`src/hdl/tsc_pkg.sv`:
```
`default_nettype none
package tsc_pkg;

   // Register indexes on the configuration channel
   localparam int unsigned CSR_INDEX_WIDTH = 8;
   localparam logic [CSR_INDEX_WIDTH-1:0] CSR_SWIPE_DISTANCE = 8'd0;
   localparam logic [CSR_INDEX_WIDTH-1:0] CSR_AXIS_MARGIN    = 8'd1;
   localparam logic [CSR_INDEX_WIDTH-1:0] CSR_TAP_MIN_TIME   = 8'd2;
   localparam logic [CSR_INDEX_WIDTH-1:0] CSR_TAP_MAX_MOVE   = 8'd3;

   // Register reset values
   localparam logic [15:0] SWIPE_DISTANCE_RESET = 16'd40;
   localparam logic [15:0] AXIS_MARGIN_RESET    = 16'd8;
   localparam logic [15:0] TAP_MIN_TIME_RESET   = 16'd12;
   localparam logic [15:0] TAP_MAX_MOVE_RESET   = 16'd16;

   // Gesture event codes
   typedef enum logic [1:0] {
      GESTURE_NONE  = 2'd0,
      GESTURE_TAP   = 2'd1,
      GESTURE_SWIPE = 2'd2
   } gesture_type;

   // Swipe direction codes (two-bit signed)
   localparam logic signed [1:0] DIR_ZERO = 2'sd0;
   localparam logic signed [1:0] DIR_POS  = 2'sd1;
   localparam logic signed [1:0] DIR_NEG  = -2'sd1;

   // Thresholds handed from the register block to the datapath
   typedef struct packed {
      logic [15:0] swipe_distance;
      logic [15:0] axis_margin;
      logic [15:0] tap_min_time;
      logic [15:0] tap_max_move;
   } cfg_type;

   function automatic logic [15:0] abs_diff(input logic [15:0] a, input logic [15:0] b);
      abs_diff = (a >= b) ? (a - b) : (b - a);
   endfunction

endpackage
`default_nettype wire

```
`src/hdl/tsc_channels.sv`:
```
`default_nettype none

// Touch sample channel
interface tsc_req_if;
   logic        valid;
   logic        ready;
   logic        touched;
   logic [15:0] sample_x;
   logic [15:0] sample_y;
   logic [31:0] now_ms;

   modport source (output valid, touched, sample_x, sample_y, now_ms, input ready);
   modport sink   (input valid, touched, sample_x, sample_y, now_ms, output ready);
endinterface

// Classification result channel
interface tsc_rsp_if;
   logic              valid;
   logic              ready;
   logic              live;
   logic [15:0]       live_x;
   logic [15:0]       live_y;
   logic              swiping;
   logic [1:0]        gesture;
   logic [15:0]       tap_x;
   logic [15:0]       tap_y;
   logic signed [1:0] swipe_dx;
   logic signed [1:0] swipe_dy;

   modport source (output valid, live, live_x, live_y, swiping, gesture, tap_x, tap_y,
                   swipe_dx, swipe_dy, input ready);
   modport sink   (input valid, live, live_x, live_y, swiping, gesture, tap_x, tap_y,
                   swipe_dx, swipe_dy, output ready);
endinterface

// Register write channel
interface tsc_csr_if;
   logic                                valid;
   logic                                ready;
   logic [tsc_pkg::CSR_INDEX_WIDTH-1:0] index;
   logic [15:0]                         data;

   modport source (output valid, index, data, input ready);
   modport sink   (input valid, index, data, output ready);
endinterface

`default_nettype wire

```
`src/hdl/tsc_csr.sv`:
```
`default_nettype none
module tsc_csr
   import tsc_pkg::*;
(
   input  wire logic clock,
   input  wire logic reset,
   tsc_csr_if.sink   csr_chan,
   output cfg_type   cfg
);

   cfg_type cfg_ff, cfg_in;

   // Writes are always taken
   assign csr_chan.ready = 1'b1;

   // Register decode; unknown indexes are dropped
   always_comb begin
      cfg_in = cfg_ff;
      if (csr_chan.valid) begin
         unique case (csr_chan.index)
            CSR_SWIPE_DISTANCE: cfg_in.swipe_distance = csr_chan.data;
            CSR_AXIS_MARGIN:    cfg_in.axis_margin    = csr_chan.data;
            CSR_TAP_MIN_TIME:   cfg_in.tap_min_time   = csr_chan.data;
            CSR_TAP_MAX_MOVE:   cfg_in.tap_max_move   = csr_chan.data;
            default:            cfg_in = cfg_ff;
         endcase
      end
   end

   always_ff @(posedge clock) begin
      if (reset) begin
         cfg_ff.swipe_distance <= SWIPE_DISTANCE_RESET;
         cfg_ff.axis_margin    <= AXIS_MARGIN_RESET;
         cfg_ff.tap_min_time   <= TAP_MIN_TIME_RESET;
         cfg_ff.tap_max_move   <= TAP_MAX_MOVE_RESET;
      end else begin
         cfg_ff <= cfg_in;
      end
   end

   assign cfg = cfg_ff;

endmodule
`default_nettype wire

```
`src/hdl/touch_tap_swipe_classifier_top.sv`:
```
`default_nettype none
// Touch tap/swipe classifier. Every accepted touch sample yields exactly one result
// transaction: the live point, a horizontal swiping flag, and on the first untouched
// sample after a contact a one-shot gesture event (tap with its point, or swipe with
// its direction). Throughput is one sample per clock while the result side does not
// stall; a sample goes into an input register and its result leaves from the result
// register. The rate is set by the update of the contact state (start point, last point,
// down time) from the registered sample on each advance. A new sample is accepted while
// a finished result waits, if the input register is empty. The user must write registers
// over the csr channel only while no sample is in flight; the block does not enforce it.
module touch_tap_swipe_classifier_top
   import tsc_pkg::*;
(
   input  wire logic  clock,
   input  wire logic  reset,
   tsc_req_if.sink    req_chan,
   tsc_rsp_if.source  rsp_chan,
   tsc_csr_if.sink    csr_chan
);

   cfg_type cfg;

   tsc_csr u_csr (
      .clock    (clock),
      .reset    (reset),
      .csr_chan (csr_chan),
      .cfg      (cfg)
   );

   // Input register
   logic        in_valid_ff;
   logic        in_touched_ff;
   logic [15:0] in_x_ff, in_y_ff;
   logic [31:0] in_now_ff;

   // Contact state
   logic        contact_ff, contact_in;
   logic        swipe_ff, swipe_in;
   logic [15:0] start_x_ff, start_x_in, start_y_ff, start_y_in;
   logic [15:0] last_x_ff, last_x_in, last_y_ff, last_y_in;
   logic [31:0] down_time_ff, down_time_in;

   // Result register
   logic              out_valid_ff;
   logic              out_live_ff, out_swiping_ff;
   logic [15:0]       out_live_x_ff, out_live_y_ff, out_tap_x_ff, out_tap_y_ff;
   gesture_type       out_gesture_ff, gesture_in;
   logic signed [1:0] out_dx_ff, out_dy_ff, dx_in, dy_in;
   logic [15:0]       tap_x_in, tap_y_in;

   logic out_free, advance;

   // Handshake: input stage moves when the result register is empty or draining
   assign out_free      = !out_valid_ff || rsp_chan.ready;
   assign advance       = in_valid_ff && out_free;
   assign req_chan.ready = !in_valid_ff || out_free;

   always_ff @(posedge clock) begin
      if (reset) begin
         in_valid_ff <= 1'b0;
      end else if (req_chan.ready) begin
         in_valid_ff <= req_chan.valid;
      end
   end

   always_ff @(posedge clock) begin
      if (req_chan.ready && req_chan.valid) begin
         in_touched_ff <= req_chan.touched;
         in_x_ff       <= req_chan.sample_x;
         in_y_ff       <= req_chan.sample_y;
         in_now_ff     <= req_chan.now_ms;
      end
   end

   // Classification datapath
   logic [15:0] adx, ady, ref_x, ref_y;
   logic [16:0] ady_margin, adx_margin;
   logic [31:0] elapsed;
   logic        swipe_eff;

   always_comb begin
      contact_in   = contact_ff;
      swipe_in     = swipe_ff;
      start_x_in   = start_x_ff;
      start_y_in   = start_y_ff;
      last_x_in    = last_x_ff;
      last_y_in    = last_y_ff;
      down_time_in = down_time_ff;
      gesture_in   = GESTURE_NONE;
      tap_x_in     = '0;
      tap_y_in     = '0;
      dx_in        = DIR_ZERO;
      dy_in        = DIR_ZERO;
      swipe_eff    = swipe_ff;

      // New contact takes the sample as its start point
      if (in_touched_ff && !contact_ff) begin
         start_x_in   = in_x_ff;
         start_y_in   = in_y_ff;
         down_time_in = in_now_ff;
         swipe_eff    = 1'b0;
      end

      // Travel: current sample while touched, last point on release
      ref_x      = in_touched_ff ? in_x_ff : last_x_ff;
      ref_y      = in_touched_ff ? in_y_ff : last_y_ff;
      adx        = abs_diff(ref_x, start_x_in);
      ady        = abs_diff(ref_y, start_y_in);
      ady_margin = {1'b0, ady} + {1'b0, cfg.axis_margin};
      adx_margin = {1'b0, adx} + {1'b0, cfg.axis_margin};
      elapsed    = in_now_ff - down_time_ff;

      if (in_touched_ff) begin
         contact_in = 1'b1;
         last_x_in  = in_x_ff;
         last_y_in  = in_y_ff;
         swipe_in   = swipe_eff || (adx >= cfg.swipe_distance && adx > ady);
      end else if (contact_ff) begin
         contact_in = 1'b0;
         swipe_in   = 1'b0;
         // Horizontal swipe wins when both axes qualify
         if (adx >= cfg.swipe_distance && {1'b0, adx} > ady_margin) begin
            gesture_in = GESTURE_SWIPE;
            dx_in      = (last_x_ff < start_x_ff) ? DIR_NEG : DIR_POS;
         end else if (ady >= cfg.swipe_distance && {1'b0, ady} > adx_margin) begin
            gesture_in = GESTURE_SWIPE;
            dy_in      = (last_y_ff < start_y_ff) ? DIR_NEG : DIR_POS;
         end else if (elapsed >= {16'd0, cfg.tap_min_time} &&
                      adx <= cfg.tap_max_move && ady <= cfg.tap_max_move) begin
            gesture_in = GESTURE_TAP;
            tap_x_in   = last_x_ff;
            tap_y_in   = last_y_ff;
         end
      end
   end

   // Contact state update, one sample per advance
   always_ff @(posedge clock) begin
      if (reset) begin
         contact_ff   <= 1'b0;
         swipe_ff     <= 1'b0;
         start_x_ff   <= '0;
         start_y_ff   <= '0;
         last_x_ff    <= '0;
         last_y_ff    <= '0;
         down_time_ff <= '0;
      end else if (advance) begin
         contact_ff   <= contact_in;
         swipe_ff     <= swipe_in;
         start_x_ff   <= start_x_in;
         start_y_ff   <= start_y_in;
         last_x_ff    <= last_x_in;
         last_y_ff    <= last_y_in;
         down_time_ff <= down_time_in;
      end
   end

   // Result register
   always_ff @(posedge clock) begin
      if (reset) begin
         out_valid_ff <= 1'b0;
      end else if (out_free) begin
         out_valid_ff <= in_valid_ff;
      end
   end

   always_ff @(posedge clock) begin
      if (advance) begin
         out_live_ff    <= in_touched_ff;
         out_live_x_ff  <= last_x_in;
         out_live_y_ff  <= last_y_in;
         out_swiping_ff <= in_touched_ff && swipe_in;
         out_gesture_ff <= gesture_in;
         out_tap_x_ff   <= tap_x_in;
         out_tap_y_ff   <= tap_y_in;
         out_dx_ff      <= dx_in;
         out_dy_ff      <= dy_in;
      end
   end

   assign rsp_chan.valid    = out_valid_ff;
   assign rsp_chan.live     = out_live_ff;
   assign rsp_chan.live_x   = out_live_x_ff;
   assign rsp_chan.live_y   = out_live_y_ff;
   assign rsp_chan.swiping  = out_swiping_ff;
   assign rsp_chan.gesture  = out_gesture_ff;
   assign rsp_chan.tap_x    = out_tap_x_ff;
   assign rsp_chan.tap_y    = out_tap_y_ff;
   assign rsp_chan.swipe_dx = out_dx_ff;
   assign rsp_chan.swipe_dy = out_dy_ff;

endmodule
`default_nettype wire

```
`src/flat_wrapper.sv`:
```
// flat-port wrapper written by rule: the top's interface ports become plain ports
module touch_tap_swipe_classifier_top_flat import tsc_pkg::*;
  (clock, reset, req_chan_valid, req_chan_touched, req_chan_sample_x, req_chan_sample_y, req_chan_now_ms, req_chan_ready, rsp_chan_valid, rsp_chan_live, rsp_chan_live_x, rsp_chan_live_y, rsp_chan_swiping, rsp_chan_gesture, rsp_chan_tap_x, rsp_chan_tap_y, rsp_chan_swipe_dx, rsp_chan_swipe_dy, rsp_chan_ready, csr_chan_valid, csr_chan_index, csr_chan_data, csr_chan_ready);
  tsc_req_if req_chan_i ();
  tsc_rsp_if rsp_chan_i ();
  tsc_csr_if csr_chan_i ();
  input  wire logic clock;
  input  wire logic reset;
  input wire logic [$bits(req_chan_i.valid)-1:0] req_chan_valid;
  input wire logic [$bits(req_chan_i.touched)-1:0] req_chan_touched;
  input wire logic [$bits(req_chan_i.sample_x)-1:0] req_chan_sample_x;
  input wire logic [$bits(req_chan_i.sample_y)-1:0] req_chan_sample_y;
  input wire logic [$bits(req_chan_i.now_ms)-1:0] req_chan_now_ms;
  output wire logic [$bits(req_chan_i.ready)-1:0] req_chan_ready;
  output wire logic [$bits(rsp_chan_i.valid)-1:0] rsp_chan_valid;
  output wire logic [$bits(rsp_chan_i.live)-1:0] rsp_chan_live;
  output wire logic [$bits(rsp_chan_i.live_x)-1:0] rsp_chan_live_x;
  output wire logic [$bits(rsp_chan_i.live_y)-1:0] rsp_chan_live_y;
  output wire logic [$bits(rsp_chan_i.swiping)-1:0] rsp_chan_swiping;
  output wire logic [$bits(rsp_chan_i.gesture)-1:0] rsp_chan_gesture;
  output wire logic [$bits(rsp_chan_i.tap_x)-1:0] rsp_chan_tap_x;
  output wire logic [$bits(rsp_chan_i.tap_y)-1:0] rsp_chan_tap_y;
  output wire logic [$bits(rsp_chan_i.swipe_dx)-1:0] rsp_chan_swipe_dx;
  output wire logic [$bits(rsp_chan_i.swipe_dy)-1:0] rsp_chan_swipe_dy;
  input wire logic [$bits(rsp_chan_i.ready)-1:0] rsp_chan_ready;
  input wire logic [$bits(csr_chan_i.valid)-1:0] csr_chan_valid;
  input wire logic [$bits(csr_chan_i.index)-1:0] csr_chan_index;
  input wire logic [$bits(csr_chan_i.data)-1:0] csr_chan_data;
  output wire logic [$bits(csr_chan_i.ready)-1:0] csr_chan_ready;
  assign req_chan_i.valid = req_chan_valid;
  assign req_chan_i.touched = req_chan_touched;
  assign req_chan_i.sample_x = req_chan_sample_x;
  assign req_chan_i.sample_y = req_chan_sample_y;
  assign req_chan_i.now_ms = req_chan_now_ms;
  assign req_chan_ready = req_chan_i.ready;
  assign rsp_chan_valid = rsp_chan_i.valid;
  assign rsp_chan_live = rsp_chan_i.live;
  assign rsp_chan_live_x = rsp_chan_i.live_x;
  assign rsp_chan_live_y = rsp_chan_i.live_y;
  assign rsp_chan_swiping = rsp_chan_i.swiping;
  assign rsp_chan_gesture = rsp_chan_i.gesture;
  assign rsp_chan_tap_x = rsp_chan_i.tap_x;
  assign rsp_chan_tap_y = rsp_chan_i.tap_y;
  assign rsp_chan_swipe_dx = rsp_chan_i.swipe_dx;
  assign rsp_chan_swipe_dy = rsp_chan_i.swipe_dy;
  assign rsp_chan_i.ready = rsp_chan_ready;
  assign csr_chan_i.valid = csr_chan_valid;
  assign csr_chan_i.index = csr_chan_index;
  assign csr_chan_i.data = csr_chan_data;
  assign csr_chan_ready = csr_chan_i.ready;
  touch_tap_swipe_classifier_top u_core (.clock(clock), .reset(reset), .req_chan(req_chan_i), .rsp_chan(rsp_chan_i), .csr_chan(csr_chan_i));
endmodule
```
`config.mk`:
```
export PLATFORM = sky130hd
export DESIGN_NAME = touch_tap_swipe_classifier_top_flat
export DESIGN_NICKNAME = d
export VERILOG_FILES = /design/src/hdl/tsc_pkg.sv /design/src/hdl/tsc_channels.sv /design/src/hdl/tsc_csr.sv /design/src/hdl/touch_tap_swipe_classifier_top.sv /design/src/flat_wrapper.sv
export SDC_FILE = /design/constraint.sdc
export NUM_CORES = 1
export LEC_CHECK = 0
export BUFFER_PORTS_ARGS = -buffer_cell sky130_fd_sc_hd__buf_2
export CAP_MARGIN = 20
export CELL_PAD_IN_SITES_DETAIL_PLACEMENT = 1
export CELL_PAD_IN_SITES_GLOBAL_PLACEMENT = 1
export CORE_MARGIN = 3
export CORE_UTILIZATION = 43
export CTS_CLUSTER_SIZE = 20
export DETAILED_ROUTE_END_ITERATION = 10
export HOLD_SLACK_MARGIN = 0.15
export PLACE_DENSITY_LB_ADDON = 0.1
export SETUP_SLACK_MARGIN = 0.02
export SLEW_MARGIN = 20
export SYNTH_ARGS = -nofsm -noshare
export SYNTH_HDL_FRONTEND = slang
export SYNTH_SLANG_ARGS = --single-unit
```
`constraint.sdc`:
```
create_clock -name clock -period 7.7 [get_ports clock]
set_clock_uncertainty 0.15 [all_clocks]
set_input_delay 0.385 -clock clock [delete_from_list [all_inputs] [get_ports clock]]
set_output_delay 0.385 -clock clock [all_outputs]
set_load 0.03 [all_outputs]
```
-- Word level (Yosys, flattened, before mapping)
Index checks and enable logic that the tools add are counted.
- output and inout bits: 75
- input bits: 94
- flip-flop bits (word level): 301
- logic and storage cells: 94
- mux-type cells: 15
- add/sub/neg operators: 7
- bitwise gates (word level): 4
- reduce and logical (&&, ||, !) cells: 26
- equal/unequal tests: 3
- $lt $le $gt $ge: 12
- operators with widths (operator ; number):
    16-bit 2-to-1 mux ; 6
    16-bit >= comparator ; 4
    16-bit subtractor ; 4
    16-bit by 16-bit adder with 17-bit output ; 2
    16-bit by 17-bit > comparator with 1-bit output ; 2
    32-bit by 16-bit >= comparator with 1-bit output ; 1
    16-bit less-or-equal comparator ; 2
    16-bit less-than comparator ; 2
    32-bit subtractor ; 1
    8-bit by 2-bit == test with 1-bit output, second input constant ; 2
    16-bit > comparator ; 1
    2-bit AND reduction ; 5
    1-bit logical AND ; 9
    8-bit by 1-bit == test with 1-bit output, second input constant ; 1
    8-bit zero test ; 1
    2-bit 2-to-1 mux ; 4
    4-bit OR reduction ; 2
    1-bit 2-to-1 mux ; 5
    5-bit OR reduction ; 1
    1-bit inverter ; 4
    1-bit zero test ; 3
    1-bit logical OR ; 3
    3-bit OR reduction ; 1
    2-bit OR reduction ; 1

-- Logic depth before layout (Yosys ltp)
Gate-level depths: netlist (run 1).
- depth in word-level cells: 11
- mapped depth: 39
- mapped depth without buffers: 31

-- Cells and area by module
Synthesis (run 1) repeated with hierarchy kept, for this count alone.
- cell total of the unflattened synthesis: 2318
- area total of the unflattened synthesis: 21149.0 µm²
- modules (own cells, without submodules) (module ; area an instance (µm²) ; times used ; cells an instance ; seq. area each (µm²)):
    touch_tap_swipe_classifier_top ; 18499.0 ; 1 ; 2082 ; 6115.9
    tsc_csr ; 2650.0 ; 1 ; 236 ; 1281.2

-- Least setup slack after synthesis (run 1)
No wires, ideal clock.
- kind: reg2reg
- start: reg u_core.in_touched_ff
- end: reg u_core.out_tap_y_ff[10] (netlist: u_core.rsp_chan.tap_y[10]), data pin
- clock period less this slack: 7.828 ns
- setup slack: -0.128 ns
- path buffers: 6
- data arrival time: 7.408 ns
- required time: 7.279 ns
- stages on the path, launching flop included: 35
- library setup time: 0.271 ns
- cells stage by stage: edfxtp_1 > clkbuf_1 > clkbuf_1 > clkbuf_1 > mux2i_1 > inv_1 > ha_1 > a2111oi_0 > o21ai_0 > a2111oi_0 > a211oi_1 > o22ai_2 > buf_2 > buf_2 > mux2i_1 > ha_1 > a21o_1 > a21oi_1 > nor2b_1 > o21ai_0 > a211oi_1 > o21a_1 > o21a_1 > o41ai_1 > xor2_1 > ha_1 > nand4_1 > nor4_1 > nand4_1 > nand2_1 > nor3_1 > nand4_1 > nand3_1 > clkbuf_1 > nor3b_1
- elaborated cells between the ends (all ways): 27
- those cells by class: add/sub (6); order compare (8); mux (6); bitwise (1); reduce/logical (6)
- RTL lines (what ; line ; RTL):
    from (decl) ; touch_tap_swipe_classifier_top.sv:32 ; logic in_touched_ff;
    from (signal assigned) ; touch_tap_swipe_classifier_top.sv:68 ; in_touched_ff <= req_chan.touched;
    16-bit 2-to-1 mux * ; n/a ;
    named net u_core.last_x_in[9] ; touch_tap_swipe_classifier_top.sv:40 ; logic [15:0] last_x_ff, last_x_in, last_y_ff, last_y_in;
    16-bit subtractor / 16-bit >= comparator (equally long branches) ; tsc_pkg.sv:38 ; abs_diff = (a >= b) ? (a - b) : (b - a);
    16-bit 2-to-1 mux * ; tsc_pkg.sv:38 ;
    parallel branches: the longest is 4 deep, another holds 16-bit by 16-bit adder with 17-bit output ; n/a ;
    5-bit OR reduction (no line) * ; n/a ;
    to (signal assigned) ; touch_tap_swipe_classifier_top.sv:175 ; out_tap_y_ff <= tap_y_in;
    to (decl) ; touch_tap_swipe_classifier_top.sv:46 ; logic [15:0] out_live_x_ff, out_live_y_ff, out_tap_x_ff, out_tap_y_ff;
Mark *: on every way through the listed nets, which the timed path passes.
A chain may end at the register's enable or synchronous reset.

-- Worst setup path after layout (run 1)
- start: reg u_core.in_touched_ff
- end: reg u_core.out_tap_y_ff[1] (netlist: u_core.rsp_chan.tap_y[1]), data pin
- longest elaborated chain between the ends: 9
- elaborated cells between the ends (all ways): 27
- those cells by class: add/sub (6); order compare (8); mux (6); bitwise (1); reduce/logical (6)
- RTL lines (what):
    parallel branches: the longest is 8 deep, another holds 16-bit by 16-bit adder with 17-bit output
    5-bit OR reduction (no line) *
Every way passes the cells marked *.

==> impl_metrics.yaml, run 1 <==
floorplanning:
  die_h_microns: 226.3
  die_x_microns: 226.3
  pin_count: 169
  core_area_sq_um: 47850
  start_util_pct: 43.60
  num_rows: 80
  design.die.area_sq_um: 51190
cts:
  clock_latency_ns: 0.56
  ctsRootBufferMaster: "clkbuf_16"
  clkSlewWorstSetupHoldPaths_ns: 0.06
  cts_made_buffers: 37
  clock_path_buffers: 3
  cts_max_level: 2
  cts.sinks: 301
  cts_tree: "yes"
setup_path:
  crit_top_cell: "ha_1"
  slowest_stage: "edfxtp_1"
  worstSetupEndpointType: "flip-flop"
  r2r_cells: 31
  cp-startpoint: "u_core.in_touched_ff"
  required_ns: 7.83
  r2r_end: "u_core.rsp_chan.tap_y[1]"
  crit_path_max_fanout: 33
  critPathMaxStageDelay_ns: 0.46
  path_class: "reg -> reg"
  startpoint_type: "flip-flop"
  crit_path_end: "u_core.rsp_chan.tap_y[1]"
  cp.arrival_ns: 7.47
  regToRegSetupSlack_ns: 0.36
  reg2reg_from: "u_core.in_touched_ff"
drt:
  ant_nets: 0
  wl_per_cell_microns: 22.20
  route.detailed.drc: 0
  drt_iter0_drc: 889
  routed_wirelength_microns: 71140
  dr.pass1.iters: 5
  dr_total_vias: 18260
  via_per_inst: 5.696
job:
  cap_viol_max_count: 0
synthesis:
  ys.flop_type: "dfxtp_1"
  syn-num-nets: 2664
  synthDistinctLibCells: 79
  synthTopCellsByCount: "ha_1 (281), nor2_1 (214), a21oi_1 (208)"
  synth_top_cell_by_area: "edfxtp_1"
  synth_area_per_cell_sq_um: 9.142
  synth_area_sq_um: 20860
  synth_edf_count: 137
  synth_area_leaders: "edfxtp_1 (20%), ha_1 (17%), dfxtp_1 (16%)"
  synth_top_area_share_pct: 19.72
  yosysWarnings: 0
  synthArstFlopShare_pct: 0
  synth_cells: 2282
  synth-seq-cells: 301
  yosysMostFrequentCell: "ha_1"
  seq_area_frac_synth_pct: 35.46
timing:
  tightest_slew_ns: 1.010
  period_needed_ns: 7.344
  clock.fmax_mhz: 136.2
  final-hold-violation-count: 0
  slew_viol_final: 0
  rsz0062_at_grt: "true"
  fin_crit_sh_pct: 95.37
  setup-violations-final: 0
  relSlewSlack_pct: 32.07
  setup_ws_ns: 0.3563
placement:
  pre_cts_ws_ns: -0.09071
  dp_hpwl_microns: 54160
  place_congestion: 0.9407
  port_buffers: 167
final_layout:
  utilization_pct: 52.28
  regArea_sq_um: 7397
  multi_input_area_sq_um: 12520
  drive_gt1_share_pct: 14.25
  syn_to_final_growth_pct: 19.90
  finalNetCount: 2944
  nFillCells: 5478
  num_antenna_cells: 0
power:
  leakage_uw: 0.01087
  p_per_area_nw_per_um2: 261.8
  ir_worst_vdd_mv: 0.1633
global_routing:
  grt.total_usage_pct: 27.31
  overflow: 0
  grt_pass1_vias: 19640
  grt_max_degree: 171
  grt_pass1_wl_microns: 109200
  antenna_found_initial: 2
hold_path:
  min_path_type: "in -> reg"
run_status:
  status: "completed"
-- worst min path at each step --
| stage | start | endpoint | cells after the start |
|---|---|---|---|
| floorplan | u_core.in_touched_ff | u_core.rsp_chan.live | 0 |
| global placement | u_core.down_time_ff[15] | u_core.down_time_ff[15] | 2 |
| detailed placement | u_core.down_time_ff[10] | u_core.down_time_ff[10] | 2 |
| CTS | reset | u_core.in_valid_ff | 2 |
| global route | reset | u_core.down_time_ff[31] | 2 |
| finish | reset | u_core.start_y_ff[6] | 2 |
-- logic make-up (layout without fill, tap and decap cells) --
kind of cell / Yosys count / after routing / synth area share [%]
compound gates: 590 / 590 / 18.19
simple gates: 608 / 609 / 14.24
flops: 301 / 301 / 35.46
mux: 118 / 118 / 5.710
fa+ha+maj: 288 / 288 / 17.53
buf+inv: 297 / 604 / 5.542
xor+xnor: 79 / 79 / 3.317
other cells: 1 / 1 / 0.01798
-- worst max-delay path, delay by kind of cell (launching register included) --
kind | cells | cell delay (ns)
xor gates and xnor gates | 2 | 0.32
adders and majority gates | 3 | 0.89
DFF | 1 | 0.46
buffers and inverters | 2 | 0.43
muxes | 2 | 0.72
and+or+nand+nor | 9 | 1.41
AOI/OAI and AO/OA | 13 | 2.67
-- stage by stage --
| stage | std cells | hold WS, ns | area [sq um] | TNS [ns] | power [uW] |
|---|---|---|---|---|---|
| global placement | 3041 | 0.2912 | 22660 | 0 | 4561 |
| detailed placement | 3041 | 0.2968 | 22660 | -0.5920 | 4682 |
| finish | 3205 | 0.1940 | 25010 | 0 | 6547 |
| floorplan | 2282 | 0.2744 | 20860 | 0 | 3677 |
| global route | 3205 | 0.2093 | 25010 | -1.177 | 6972 |
| CTS | 3194 | 0.1816 | 24740 | 0 | 6521 |
-- where the power goes --
group          internal, uW  switching, uW  total, uW  leakage [uW]
combinational          1210           1770       2990       0.00764
sequential             1750           53.1       1800       0.00264
clock                  1040            719       1760      0.000588
total                  4000           2550       6550        0.0109
-- layout make-up --
class	count	area share (%)
clock buffers	52	4.262
clock inverters	15	0.5653
inverters	202	3.031
multi-input cells	1685	50.04
flip-flops and latches	301	29.57
well taps	615	3.076
repair buffers	335	9.454
-- registers in the layout, indices dropped and copies added (netlist names), 2 cells and up --
register,count
u_core.down_time_ff,32
u_core.in_now_ff,32
u_core.in_x_ff,16
u_core.in_y_ff,16
u_core.last_x_ff,16
u_core.last_y_ff,16
u_core.rsp_chan.gesture,2
u_core.rsp_chan.live_x,16
u_core.rsp_chan.live_y,16
u_core.rsp_chan.swipe_dx,2
u_core.rsp_chan.swipe_dy,2
u_core.rsp_chan.tap_x,16
u_core.rsp_chan.tap_y,16
u_core.start_x_ff,16
u_core.start_y_ff,16
u_core.u_csr.cfg,64
-- cells in the final DEF, fill, tap and decap left out, types with 17 or more instances in the layout --
master and instances:
nand4_1 42, xnor2_1 37, a31oi_1 17, a21oi_1 201, nand2b_1 24, nand2_1 149
xor2_1 40, edfxtp_1 137, inv_1 202, o21a_1 27, nor3_1 20, clkbuf_16 40
buf_2 166, mux2i_1 105, nand3_1 21, a21o_1 78, dfxtp_1 164, ha_1 281
nor2_1 212, o21ai_0 77, buf_4 77, a211oi_1 70, dlygate4sd3_1 84, nor2b_1 31
nor3b_1 34
-- layer usage --
layer  wire length [microns]  GRT usage, %  part of all wire [%]
met1                   29200         31.59                    41
met2                   36500         50.92                    51
met3                    2311         3.159                   3.2
met4                    3096         11.45                   4.4
met5                      32             0                 0.045
-- timing repair --
item,4_1_cts,5_1_grt
hold buffers,84,0
setup buffers,2,9
pin swaps,1,4
endpoints found under the setup margin,34,38
cloned,0,1
endpoints found under the hold margin,127,0
resized for setup,4,48
Power figures use the tool's default switching activity.
==> run 2: changes to the inputs <==
--- a/config.mk
+++ b/config.mk
@@ -5,14 +5,15 @@
 export SDC_FILE = /design/constraint.sdc
 export NUM_CORES = 1
 export LEC_CHECK = 0
-export BUFFER_PORTS_ARGS = -buffer_cell sky130_fd_sc_hd__buf_2
 export CAP_MARGIN = 20
 export CELL_PAD_IN_SITES_DETAIL_PLACEMENT = 1
 export CELL_PAD_IN_SITES_GLOBAL_PLACEMENT = 1
 export CORE_MARGIN = 3
-export CORE_UTILIZATION = 43
+export CORE_UTILIZATION = 47
+export CTS_BUF_LIST = sky130_fd_sc_hd__clkbuf_4 sky130_fd_sc_hd__clkbuf_8
 export CTS_CLUSTER_SIZE = 20
 export DETAILED_ROUTE_END_ITERATION = 10
+export DONT_BUFFER_PORTS = 1
 export HOLD_SLACK_MARGIN = 0.15
 export PLACE_DENSITY_LB_ADDON = 0.1
 export SETUP_SLACK_MARGIN = 0.02
==> run 2 against run 1 <==
Compared with the run above: non-clock buffer count down 169; maximum frequency up 0.84%; via count down 2.9%; highest routed layer is now met4; sequential power up 3%; power down 4.7%; flip-flop and latch count unchanged.
==> impl_metrics.yaml, run 2 (synthesis results as in run 1) <==
drt:
  dr_total_vias: 17720
  drt_iter0_drc: 981
  dr.pass1.iters: 5
  via_per_inst: 5.825
  route.detailed.drc: 0
  routed_wirelength_microns: 70270
  wl_per_cell_microns: 23.10
  ant_nets: 0
cts:
  cts_max_level: 2
  clock_path_buffers: 3
  ctsRootBufferMaster: "clkbuf_8"
  clkSlewWorstSetupHoldPaths_ns: 0.06
  cts_made_buffers: 54
  clock_latency_ns: 0.68
  cts.sinks: 301
  cts_tree: "yes"
timing:
  tightest_slew_ns: 0.9796
  final-hold-violation-count: 0
  fin_crit_sh_pct: 94.58
  clock.fmax_mhz: 137.3
  period_needed_ns: 7.282
  slew_viol_final: 0
  setup_ws_ns: 0.4177
  setup-violations-final: 0
  relSlewSlack_pct: 34.70
global_routing:
  grt_max_degree: 167
  overflow: 0
  grt_pass1_vias: 18770
  antenna_found_initial: 1
  grt.total_usage_pct: 29.00
  grt_pass1_wl_microns: 106800
job:
  cap_viol_max_count: 0
placement:
  place_congestion: 0.9421
  port_buffers: 0
  placed_area_sq_um: 21750
  pre_cts_ws_ns: -0.3079
  dp_hpwl_microns: 52240
setup_path:
  crit_family: "compound AO/OA/AOI/OAI gates"
  crit_path_max_fanout: 33
  startpoint_type: "flip-flop"
  required_ns: 7.90
  slowest_stage: "edfxtp_1"
  cp.arrival_ns: 7.48
  critPathMaxStageDelay_ns: 0.44
  worstSetupEndpointType: "flip-flop"
  path_class: "reg -> reg"
  critPathBufInv: 7
final_layout:
  final_common_cell: "ha_1"
  utilization_pct: 55.43
  final_cell_mix: "ha_1 (281), nor2_1 (212), a21oi_1 (203), inv_1 (202), dfxtp_1 (164)"
  drive_gt1_share_pct: 9.772
  finalNetCount: 2792
  final_cell_area_sq_um: 24090
  nFillCells: 4946
  largest_reg_flops: 64
  syn_to_final_growth_pct: 15.46
floorplanning:
  num_rows: 76
  design.die.area_sq_um: 46950
  pin_count: 169
  start_util_pct: 48.00
  core_area_sq_um: 43460
  die_h_microns: 216.7
  die_x_microns: 216.7
power:
  p_per_area_nw_per_um2: 259.0
  sequentialPowerShare_pct: 29.6
  p_int_uw: 3728
  combPwrFrac_pct: 46.0
  leakage_uw: 0.01021
  ir_worst_vdd_mv: 0.1439
  power.switching_uw: 2511
  sw_frac_of_total_pct: 40.25
  p_clk_share_pct: 24.4
hold_path:
  min_path_type: "in -> reg"
run_status:
  status: "completed"
run 2: metal layers:
| metal | share of wire, % | vias up | routed length (microns) | track usage (%) |
|---|---|---|---|---|
| met3 | 3.5 | 139 | 2428 | 3.954 |
| met5 | 0 | - | 0 | 0 |
| met4 | 4.0 | 0 | 2830 | 11.36 |
| met2 | 51 | 343 | 35610 | 53.07 |
| li1 | - | 8481 | - | - |
| met1 | 42 | 8757 | 29390 | 34.27 |
run 2: final cells by class:
class / count / area, sq um / area share, %
multi-input combinational: 1685 / 12540 / 52.05
sequential: 301 / 7397 / 30.71
timing repair buffer: 166 / 1573 / 6.530
clock buffer: 73 / 898.4 / 3.730
inverter: 202 / 758.2 / 3.148
tap: 585 / 732.0 / 3.039
clock inverter: 29 / 188.9 / 0.7844
antenna: 1 / 2.502 / 0.01039
run 2: worst paths after layout:
path	slack, ns	to	cells past startpoint	start
max	0.42	u_core.rsp_chan.tap_y[8]	33	u_core.in_touched_ff
min	0.14	u_core.u_csr.cfg[20]	3	csr_chan_index[0]
max reg2reg	0.42	u_core.rsp_chan.tap_y[8]	33	u_core.in_touched_ff
min reg2reg	0.30	u_core.start_y_ff[7]	2	u_core.start_y_ff[7]
run 2: power groups by stage:
stage	sequential, uW	clock (uW)	combinational (uW)
final	1850	1520	2870
after global routing	1850	1630	3170
after CTS	1840	1550	2780
after detailed placement	1880	0	2690
after global placement	1880	0	2600
after floorplan	1850	0	1820
run 2: tightest hold or removal path, cell delays in order:
cell and delay (ns):
nand3b_1 0.29, a21oi_1 0.13, nor2_1 0.08
run 2: through the flow:
stage	total power [uW]	hold slack, ns	TNS [ns]	cells
after detailed placement	4564	0.2941	-7.599	2838
after global routing	6658	0.1539	-0.3367	3042
after global placement	4478	0.2877	0	2838
after floorplan	3677	0.2744	0	2282
final	6239	0.1365	0	3042
after CTS	6169	0.1516	0	3028
run 2: what timing repair did:
action | 4_1_cts | 5_1_grt
endpoints found under the hold margin | 229 | 1
resized for setup | 8 | 41
pin swaps | 1 | 6
hold buffers | 88 | 2
buffers inserted | 0 | 7
endpoints found under the setup margin | 34 | 38
cloned | 0 | 3
==> run 3: changes to the inputs <==
--- a/config.mk
+++ b/config.mk
@@ -8,6 +8,7 @@
 export CAP_MARGIN = 20
 export CELL_PAD_IN_SITES_DETAIL_PLACEMENT = 1
 export CELL_PAD_IN_SITES_GLOBAL_PLACEMENT = 1
+export CORE_ASPECT_RATIO = 1.1
 export CORE_MARGIN = 3
 export CORE_UTILIZATION = 47
 export CTS_BUF_LIST = sky130_fd_sc_hd__clkbuf_4 sky130_fd_sc_hd__clkbuf_8
==> run 3 against run 2 <==
Compared with the run above: design area is 1.9% higher; maximum frequency is 2.4% lower; sequential power hardly changed; register-to-register slack worse by 0.18 ns; core utilization is 0.79 points higher; flip-flop and latch count stayed put; count of clock-buffer cells in the layout is 7 higher; final cell count is 0.30% higher; worst setup slack worse by 0.18 ns; critical path depth is 1 higher; die area hardly changed; largest cell class unchanged.
==> impl_metrics.yaml, run 3 (synthesis results as in run 1) <==
global_routing:
  use_met1_pct: 33.30
  grt_max_degree: 167
  grt.total_usage_pct: 28.69
  overflow: 0
  grt_pass1_vias: 18930
  antenna_found_initial: 4
  grt_busiest_layer: "met2"
  grt_pass1_wl_microns: 105400
  grt_util_met2_pct: 52.07
  grt_use_met3_pct: 4.447
drt:
  ant_nets: 0
  dr_total_vias: 17870
  routed_wirelength_microns: 69880
  dr.pass1.iters: 5
  route.detailed.drc: 0
  wl_per_cell_microns: 22.90
  drt_iter0_drc: 907
  via_per_inst: 5.856
timing:
  fin_crit_sh_pct: 96.86
  relSlewSlack_pct: 29.77
  slew_viol_final: 0
  setup_ws_ns: 0.2418
  hold_ws_ns: 0.1831
  tightest_slew_ns: 1.053
  period_needed_ns: 7.458
  setup-violations-final: 0
  clock.fmax_mhz: 134.1
  final-hold-violation-count: 0
  tns_ns: 0
setup_path:
  worstSetupEndpointType: "flip-flop"
  r2r_cells: 34
  crit_path_max_fanout: 22
  startpoint_type: "flip-flop"
  critPathMaxStageDelay_ns: 0.61
  reg2reg_from: "u_core.in_touched_ff"
  r2r_end: "u_core.rsp_chan.tap_x[6]"
  crit_top_cell: "o21a_1"
  cp.arrival_ns: 7.81
  path_class: "reg -> reg"
  regToRegSetupSlack_ns: 0.24
  slowest_stage: "a2111oi_1"
  required_ns: 8.05
cts:
  clock_latency_ns: 0.68
  ctsRootBufferMaster: "clkbuf_8"
  cts.sinks: 301
  cts_max_level: 2
  cts_tree: "yes"
  cts_made_buffers: 53
  clock_path_buffers: 3
  clkSlewWorstSetupHoldPaths_ns: 0.07
power:
  ir_worst_vdd_mv: 0.2536
  p_per_area_nw_per_um2: 264.9
  leakage_uw: 0.01039
final_layout:
  final_common_cell: "ha_1"
  finalNetCount: 2811
  drive_gt1_share_pct: 10.19
  syn_to_final_growth_pct: 17.61
  final_cell_mix: "ha_1 (277), nor2_1 (211), inv_1 (202), a21oi_1 (201), dfxtp_1 (164)"
  largest_reg_flops: 64
  utilization_pct: 56.22
floorplanning:
  num_rows: 80
  core_area_sq_um: 43640
  design.die.area_sq_um: 46950
  die_x_microns: 206.9
  die_h_microns: 227.0
  start_util_pct: 47.80
  pin_count: 169
hold_path:
  min_path_type: "in -> reg"
  worstHoldPathCells: 1
  min_from: "req_chan_sample_y[12]"
  min_to: "u_core.in_y_ff[12]"
placement:
  pre_cts_ws_ns: -0.3427
  dp_hpwl_microns: 50750
  place_congestion: 0.9118
  port_buffers: 0
job:
  cap_viol_max_count: 0
run_status:
  status: "completed"
==> run 3: timing repair <==
item,4_1_cts,5_1_grt
endpoints found under the setup margin,35,38
hold endpoints to repair,229,0
pin swaps,1,11
resized for setup,15,66
setup buffers,1,18
hold buffers,108,0
gates cloned,0,4
==> run 3: through the flow <==
stage,std cells,instance area [sq um],power (uW)
after detailed placement,2816,21640,4576
after global placement,2816,21640,4487
final,3051,24530,6500
after global routing,3051,24530,6957
after CTS,3025,24000,6357
after floorplan,2282,20860,3677
==> run 3: worst max-delay path by stage <==
stage | from | end | cells past startpoint
floorplan | u_core.in_touched_ff | u_core.rsp_chan.tap_y[10] | 34
global placement | u_core.in_touched_ff | u_core.rsp_chan.tap_y[9] | 33
detailed placement | u_core.in_touched_ff | u_core.rsp_chan.tap_x[12] | 33
CTS | u_core.in_touched_ff | u_core.rsp_chan.tap_x[10] | 33
global route | u_core.in_touched_ff | u_core.rsp_chan.tap_x[7] | 35
finish | u_core.in_touched_ff | u_core.rsp_chan.tap_x[6] | 34
==> run 3: critical path, delay by kind of cell, from the launching register on <==
kind	cells	cell delay, ns
compound gates	14	2.78
fa+ha+maj	3	0.89
buf+inv	7	1.32
simple gates	6	0.87
mux	2	0.50
flops	1	0.42
xor+xnor	2	0.33
==> run 3: routing by layer <==
metal  up-vias  part of all wire (%)  routed length, microns
met5         -                 0.010                       7
met4         2                   4.6                    3223
met3       181                   4.1                    2836
met2       455                    51                   35300
met1      8728                    41                   28510
li1       8502                     -                       -
==> run 3: final cells by class <==
cell class | count | area [sq um]
multi-input combinational | 1684 | 12630
tap | 574 | 718.2
inverter | 202 | 758.2
sequential | 301 | 7397
fill | 4980 | 19110
antenna | 3 | 7.507
timing repair buffer | 187 | 1823
clock buffer | 80 | 982.2
clock inverter | 20 | 216.5
==> run 3: where the power goes <==
group	total [uW]	leakage [uW]	internal, uW	switching, uW
Clock	1680	0.000634	958	721
Combinational	2970	0.00711	1250	1720
Sequential	1850	0.00264	1750	94.6
Total	6500	0.0104	3960	2540
